===== src/hdl/stmm_pkg.sv =====
// ----------------------------------------------------------------------------
// stmm_pkg
// shared constants, codes and control structs for the sparse table min/max
// engine
// ----------------------------------------------------------------------------
package stmm_pkg;

   localparam int MAX_ELEMENTS = 1024;
   localparam int LEVEL_COUNT  = 11;
   localparam int VALUE_W      = 32;
   localparam int IDX_W        = $clog2(MAX_ELEMENTS);
   localparam int LEN_W        = IDX_W + 1;
   localparam int LVL_W        = $clog2(LEVEL_COUNT);
   localparam int ADDR_W       = LVL_W + IDX_W;
   localparam int RAM_DEPTH    = LEVEL_COUNT * MAX_ELEMENTS;

   localparam logic [LVL_W-1:0] LVL_MAX  = LVL_W'(LEVEL_COUNT - 1);
   localparam logic [LEN_W-1:0] LEN_MAX  = LEN_W'(MAX_ELEMENTS);
   localparam logic [LEN_W-1:0] LEN_MIN  = LEN_W'(1);

   typedef enum logic [1:0] {
      CMD_WRITE = 2'd0,
      CMD_BUILD = 2'd1,
      CMD_QUERY = 2'd2
   } command_type;

   typedef enum logic [1:0] {
      STATUS_OK        = 2'd0,
      STATUS_BAD_RANGE = 2'd1,
      STATUS_NOT_BUILT = 2'd2
   } status_type;

   typedef enum logic [2:0] {
      ST_IDLE,
      ST_QUERY_READ,
      ST_QUERY_DONE,
      ST_BUILD_READ,
      ST_BUILD_DRAIN
   } state_type;

   // memory port control shared by both level memories
   typedef struct packed {
      logic              we;
      logic              wr_combine;   // write data from the merge, not the request
      logic [ADDR_W-1:0] waddr;
      logic [ADDR_W-1:0] raddr_a;
      logic [ADDR_W-1:0] raddr_b;
   } ram_ctl_type;

   typedef struct packed {
      logic       load;
      status_type status;
   } rsp_ctl_type;

   // floor of log2, capped at the top level
   function automatic logic [LVL_W-1:0] floor_log2(input logic [LEN_W-1:0] value);
      logic [LVL_W-1:0] result;
      result = '0;
      for (int b = 0; b < LEN_W; b++) begin
         if (value[b]) begin
            result = LVL_W'(b);
         end
      end
      if (result > LVL_MAX) begin
         result = LVL_MAX;
      end
      return result;
   endfunction

endpackage


===== src/hdl/stmm_ctrl.sv =====
// ----------------------------------------------------------------------------
// stmm_ctrl
// request sequencer: element writes, level build walk and query addressing
// ----------------------------------------------------------------------------
module stmm_ctrl (
   input  logic                        clock,
   input  logic                        reset,
   input  logic                        start,
   input  logic [1:0]                  req_command,
   input  logic [stmm_pkg::IDX_W-1:0]  req_element_index,
   input  logic [stmm_pkg::IDX_W-1:0]  req_left_index,
   input  logic [stmm_pkg::IDX_W-1:0]  req_right_index,
   input  logic [stmm_pkg::LEN_W-1:0]  array_length,
   input  logic                        length_write,
   output logic                        busy,
   output stmm_pkg::ram_ctl_type       ram_ctl,
   output stmm_pkg::rsp_ctl_type       rsp_ctl
);
   import stmm_pkg::*;

   state_type         state_ff,      state_in;
   logic [LVL_W-1:0]  level_ff,      level_in;
   logic [IDX_W-1:0]  pos_ff,        pos_in;
   logic [IDX_W-1:0]  left_ff,       left_in;
   logic [IDX_W-1:0]  right_ff,      right_in;
   status_type        status_ff,     status_in;
   logic              wr_pending_ff, wr_pending_in;
   logic [ADDR_W-1:0] wr_addr_ff,    wr_addr_in;
   logic              built_ff,      built_in;

   logic              accept;
   logic [LVL_W-1:0]  level_prev;
   logic [LEN_W-1:0]  half;
   logic [LEN_W-1:0]  width;
   logic [LEN_W:0]    width_next;
   logic [LEN_W-1:0]  pos_ext;
   logic [LEN_W-1:0]  span;
   logic [LVL_W-1:0]  k;
   logic [LEN_W-1:0]  hi_ext;

   assign accept     = start && (state_ff == ST_IDLE);
   assign busy       = (state_ff != ST_IDLE);
   assign level_prev = level_ff - LVL_W'(1);
   assign half       = LEN_W'(1) << level_prev;
   assign width      = LEN_W'(1) << level_ff;
   assign width_next = (LEN_W + 1)'(1) << (level_ff + LVL_W'(1));
   assign pos_ext    = {1'b0, pos_ff};
   assign span       = {1'b0, right_ff} - {1'b0, left_ff} + LEN_W'(1);
   assign k          = floor_log2(span);
   assign hi_ext     = {1'b0, right_ff} + LEN_W'(1) - (LEN_W'(1) << k);

   always_ff @(posedge clock) begin
      if (reset) begin
         state_ff      <= ST_IDLE;
         wr_pending_ff <= 1'b0;
         built_ff      <= 1'b0;
      end else begin
         state_ff      <= state_in;
         wr_pending_ff <= wr_pending_in;
         built_ff      <= built_in;
      end
   end

   always_ff @(posedge clock) begin
      level_ff   <= level_in;
      pos_ff     <= pos_in;
      left_ff    <= left_in;
      right_ff   <= right_in;
      status_ff  <= status_in;
      wr_addr_ff <= wr_addr_in;
   end

   always_comb begin
      state_in      = state_ff;
      level_in      = level_ff;
      pos_in        = pos_ff;
      left_in       = left_ff;
      right_in      = right_ff;
      status_in     = status_ff;
      wr_pending_in = 1'b0;
      wr_addr_in    = wr_addr_ff;
      built_in      = built_ff;

      ram_ctl.we         = wr_pending_ff;
      ram_ctl.wr_combine = wr_pending_ff;
      ram_ctl.waddr      = wr_addr_ff;
      ram_ctl.raddr_a    = '0;
      ram_ctl.raddr_b    = '0;

      rsp_ctl.load   = 1'b0;
      rsp_ctl.status = status_ff;

      if (length_write) begin
         built_in = 1'b0;
      end

      unique case (state_ff)
         ST_IDLE: begin
            if (accept) begin
               unique case (req_command)
                  CMD_WRITE: begin
                     ram_ctl.we         = 1'b1;
                     ram_ctl.wr_combine = 1'b0;
                     ram_ctl.waddr      = {LVL_W'(0), req_element_index};
                     built_in           = 1'b0;
                  end
                  CMD_BUILD: begin
                     if (array_length >= LEN_W'(2)) begin
                        level_in = LVL_W'(1);
                        pos_in   = '0;
                        state_in = ST_BUILD_READ;
                     end else begin
                        built_in = 1'b1;
                     end
                  end
                  CMD_QUERY: begin
                     left_in  = req_left_index;
                     right_in = req_right_index;
                     state_in = ST_QUERY_READ;
                  end
                  default: begin
                  end
               endcase
            end
         end
         ST_QUERY_READ: begin
            ram_ctl.raddr_a = {k, left_ff};
            ram_ctl.raddr_b = {k, hi_ext[IDX_W-1:0]};
            if (!built_ff) begin
               status_in = STATUS_NOT_BUILT;
            end else if (left_ff > right_ff || {1'b0, right_ff} >= array_length) begin
               status_in = STATUS_BAD_RANGE;
            end else begin
               status_in = STATUS_OK;
            end
            state_in = ST_QUERY_DONE;
         end
         ST_QUERY_DONE: begin
            rsp_ctl.load = 1'b1;
            state_in     = ST_IDLE;
         end
         ST_BUILD_READ: begin
            // pair of halves from the level below, merged and written next cycle
            ram_ctl.raddr_a = {level_prev, pos_ff};
            ram_ctl.raddr_b = {level_prev, IDX_W'(pos_ext + half)};
            wr_pending_in   = 1'b1;
            wr_addr_in      = {level_ff, pos_ff};
            if (pos_ext + width == array_length) begin
               state_in = ST_BUILD_DRAIN;
            end else begin
               pos_in = pos_ff + IDX_W'(1);
            end
         end
         ST_BUILD_DRAIN: begin
            // last write of this level lands before the next level reads it
            if (level_ff != LVL_MAX && width_next <= {1'b0, array_length}) begin
               level_in = level_ff + LVL_W'(1);
               pos_in   = '0;
               state_in = ST_BUILD_READ;
            end else begin
               built_in = 1'b1;
               state_in = ST_IDLE;
            end
         end
         default: begin
            state_in = ST_IDLE;
         end
      endcase
   end

endmodule

===== config.mk =====
export PLATFORM = sky130hd
export DESIGN_NAME = stmm_ctrl
export DESIGN_NICKNAME = d
export VERILOG_FILES = /design/src/hdl/stmm_pkg.sv /design/src/hdl/stmm_ctrl.sv
export SDC_FILE = /design/constraint.sdc
export NUM_CORES = 1
export LEC_CHECK = 0
export BUFFER_PORTS_ARGS = -buffer_cell sky130_fd_sc_hd__buf_2
export CELL_PAD_IN_SITES_DETAIL_PLACEMENT = 2
export CELL_PAD_IN_SITES_GLOBAL_PLACEMENT = 2
export CORE_UTILIZATION = 38
export DETAILED_ROUTE_END_ITERATION = 10
export PLACE_DENSITY_LB_ADDON = 0.1
export SKIP_CTS_REPAIR_TIMING = 1
export SYNTH_ARGS = -nofsm -noshare
export SYNTH_HDL_FRONTEND = slang
export SYNTH_SLANG_ARGS = --single-unit

===== constraint.sdc =====
create_clock -name clock -period 13.2 [get_ports clock]
set_input_delay 0 -clock clock [delete_from_list [all_inputs] [get_ports clock]]
set_output_delay 0 -clock clock [all_outputs]
set_load 0.02 [all_outputs]

==> metrics.md <==
| Metric | Value |
|---|---|
| Status | finished clean |
| Routability cong. | ~0.86 |
| Worst-Margin Slew | roughly 1.2 ns |
| RSZ-0062 raised after global routing | no |
| Critical Path Source | right_ff[1]$_DFFE_PP_ |
| Area leader, netlist | edfxtp_1 |
| # diodes | 0 |
| Critical setup path kind | flop to output pin |
| Cells after Synth | 609 |
| Hold_sp | start |
| Crit-path leading delay family | adder cells |
| Dpl hpwl | between 15 and 20 mm |
| Worst-path cell chain | inv_1, ha_1, inv_1, ha_1, fa_1, a211oi_2, o21bai_1, a21oi_2, xor2_2, a22oi_2, nor3_4, a21oi_1, or4_1, ha_1, fa_1, a21oi_1, nor2_1, nor2_1, o21ai_0, o41ai_1, xnor2_1, xnor2_1, o22ai_1, buf_2 |
| Ys async rst share | 0% |
| H-tree levels | 2 |
| First-pass GRT wire length | roughly 29 mm |
| Crit path DAT | between 5 and 6 ns |
| Hold Path Class | input port to flop |
| Avg Synthesized Cell Area | approximately 9.2 um^2 |
| Yosys reg bits | 55 |
| Fmax | between 150 and 200 MHz |
| Worst-path clk slew | approximately 0.08 ns |
| Clk buf depth | 2 |
| CTS tree | done |
| CP peak stage delay | roughly 0.47 ns |
| Layout Skew | about 0.0060 ns |
| Site row count | 44 |
| DRT antenna net count | 0 |
| CTS Sinks | 55 |
| Initial DRC Count | 171 |
| Relative slew slack | about 17% |
| CP dominant cell by count | ha_1 |
| Fin crit share | 44.8% |
| Post-layout net count | approximately 870 |
| Sequential share of the synthesized area | between 20% and 30% |
| Share of layout cells above drive strength 1 | between 10% and 20% |
| Worst path slowest cell | fa_1 |
| Pre-CTS setup slack | 7.63 ns |
| Minimum clock period after layout | 5.92 ns |
| Fillers | about 1,600 |
| Critical path peak fanout | 9 |
| Post-Layout Cell Count | roughly 910 |
| Die Y | about 120 um |
| MaxCap Viol Count | 0 |
| Grt ovf | 0 |
| Port Buffers | 94 |
| Later-pin clock latency in the skew report | 0.31 ns |
| TritonCTS buffer count | 5 |
| Total die area | approximately 15,000 um^2 |
| Syn nets | 758 |
| # DRC | 0 |
| # placed instances | a little under 900 |
| Tot Pwr | roughly 0.6 mW |
| # setup viols final | 0 |
| Clock root buffer master | clkbuf_16 |
| Power per cell area | 89.8 nW/um^2 |
| Vias post-DR | around 5,000 |
| Worst vdd ir | ~50 uV |
| Final wirelength | 19.2 mm |
| Share of the synthesized area in the top cell type | about a quarter |
| Area grow syn2layout | 18.0% |
| Critical R2R Launch | level_ff[0]$_SDFFCE_PP1P_ |
| Initial antenna violation count | 1 |
| DIE WIDTH | 124 um |
| CP Launch Type | flop |
| Kind of end point of the critical path | output pin |
| Vias in the first global route | between 5,000 and 6,000 |
| IO Pins | 95 |
| Total core area | 14,500 um^2 |
| Post-route worst hold slack | 0.115 ns |
| Mapped cell area | roughly 5600 um^2 |
| Main synth FF type | edfxtp_1 |
| First-pass DRT Iterations | 4 |
| Total GRT Usage | between 20% and 30% |
| Ranking of synthesized cells by area | edfxtp_1 (27%), ha_1 (22%), xnor2_1 (4.5%) |
| Final hold violation count | 0 |
| Initial Util | 38.9% |
| Leak | approximately 3.0 nW |
| Buffers & Inverters on Critical Path | 3 |
| Crit path required time | 13.20 ns |
| Max-slew violations | 0 |
| Vias per Instance | 5.53 |
| Post-route setup slack | 7.28 ns |
| Fin Setup TNS | 0 ns |
| Number of distinct library cells after synthesis | 61 |
| Post-synth EDFFs | 50 |
| Ys Warns | 0 |
| Wire per inst | between 20 and 25 um |
| Largest net degree at the start of global routing | 27 |
## sequential cells by signal (all words and copies together), names as in the netlist
signal / cells
level_ff: 4
built_ff: 1
pos_ff: 10
right_ff: 10
status_ff: 2
state_ff: 3
wr_addr_ff: 14
left_ff: 10
wr_pending_ff: 1
## worst register-to-register path, stage by stage (launching register included)
cell and delay [ns]:
edfxtp_1 0.61, inv_1 0.17, ha_1 0.31, and2_1 0.18
ha_1 0.22, fa_1 0.42, a21o_1 0.19, a21oi_1 0.31
o21ai_0 0.17, a31o_2 0.27, a21oi_1 0.18, xnor2_1 0.08
nor3_1 0.55, o221ai_1 0.65
## layer usage
layer	part of all wire [%]	GRT usage [%]
met5	0.068	0
met4	3.0	10.7
met3	2.6	3.02
met2	54	49.1
met1	41	29.2
## layout by cell type, fill, tap and decap left out, types with 3 or more instances in the layout
| cell | instances |
|---|---|
| a31oi_1 | 5 |
| nor4_1 | 3 |
| a21oi_1 | 27 |
| fa_1 | 4 |
| clkbuf_16 | 5 |
| nor2_1 | 43 |
| o32ai_1 | 4 |
| xor2_1 | 22 |
| o21a_1 | 6 |
| or3_1 | 6 |
| and3_1 | 12 |
| dlygate4sd3_1 | 21 |
| o21ai_0 | 36 |
| o21bai_1 | 7 |
| nor3b_1 | 4 |
| ha_1 | 98 |
| xnor2_1 | 29 |
| and2_1 | 17 |
| nand4_1 | 9 |
| mux2_2 | 10 |
| nor2b_1 | 16 |
| a22o_1 | 3 |
| o21ai_1 | 5 |
| o22ai_1 | 8 |
| dfxtp_1 | 5 |
| buf_2 | 94 |
| a21o_1 | 11 |
| nand2b_1 | 3 |
| nand3_1 | 12 |
| inv_1 | 54 |
| nand2_1 | 32 |
| edfxtp_1 | 50 |
| nor3_1 | 17 |
## Yosys cell counts, types with 5 or more instances
| cell type | count |
|---|---|
| inv_1 | 54 |
| ha_1 | 98 |
| nand2_1 | 32 |
| or3_1 | 6 |
| xor2_1 | 22 |
| and3_1 | 12 |
| nor2b_1 | 16 |
| xnor2_1 | 29 |
| dfxtp_1 | 5 |
| o21bai_1 | 7 |
| o22ai_1 | 8 |
| o21a_1 | 6 |
| edfxtp_1 | 50 |
| a21oi_1 | 27 |
| and2_1 | 17 |
| a21o_1 | 11 |
| mux2_2 | 10 |
| a31oi_1 | 5 |
| nor2_1 | 43 |
| o21ai_0 | 36 |
| clkbuf_1 | 7 |
| nor3_1 | 17 |
| nand4_1 | 9 |
| o21ai_1 | 5 |
| nand3_1 | 12 |
## worst paths after layout
check	cells past startpoint	end	slack (ns)
worst max-delay path	24	ram_ctl[9]	7.28
worst min-delay path	3	wr_pending_ff$_SDFF_PP0_	0.12
worst max register to register	13	pos_ff[9]$_SDFFCE_PN0P_	8.47
worst min register to register	1	status_ff[1]$_SDFFCE_PN1P_	0.58
## layout make-up
| cell class | count | area (um^2) | share of cell area [%] |
|---|---|---|---|
| Clock inverter | 2 | 16.3 | 0.245 |
| Clock buffer | 6 | 139 | 2.09 |
| Timing Repair Buffer | 116 | 688 | 10.4 |
| Tap cell | 184 | 230 | 3.47 |
| Multi-Input combinational cell | 488 | 3770 | 56.7 |
| Inverter | 54 | 203 | 3.05 |
| Sequential cell | 55 | 1600 | 24.1 |
## metrics by stage
step                cell area, um^2  util (%)
floorplan                      5630         -
global placement               6280      43.4
detailed placement             6280      43.4
CTS                            6430      44.4
global route                   6640      45.9
finish                         6640      45.9
## logic make-up (layout without fill, tap and decap cells)
group,Yosys count,count (layout),share of synthesized area (%)
AND/OR/NAND/NOR,185,185,17.2
flip-flops,55,55,28.4
multiplexers,10,10,2.00
AO/OA/AOI/OAI,139,139,16.3
adder cells (fa/ha/maj),102,102,23.2
buffers and inverters,66,178,4.69
XOR/XNOR,52,52,8.22
## power breakdown
part	switching [mW]	total [mW]	internal, mW
Clock	0.0694	0.146	0.0762
Sequential	0.0157	0.218	0.202
Combinational	0.144	0.233	0.0888
Total	0.229	0.597	0.367
Note: power is estimated with default switching activity, not from simulation.
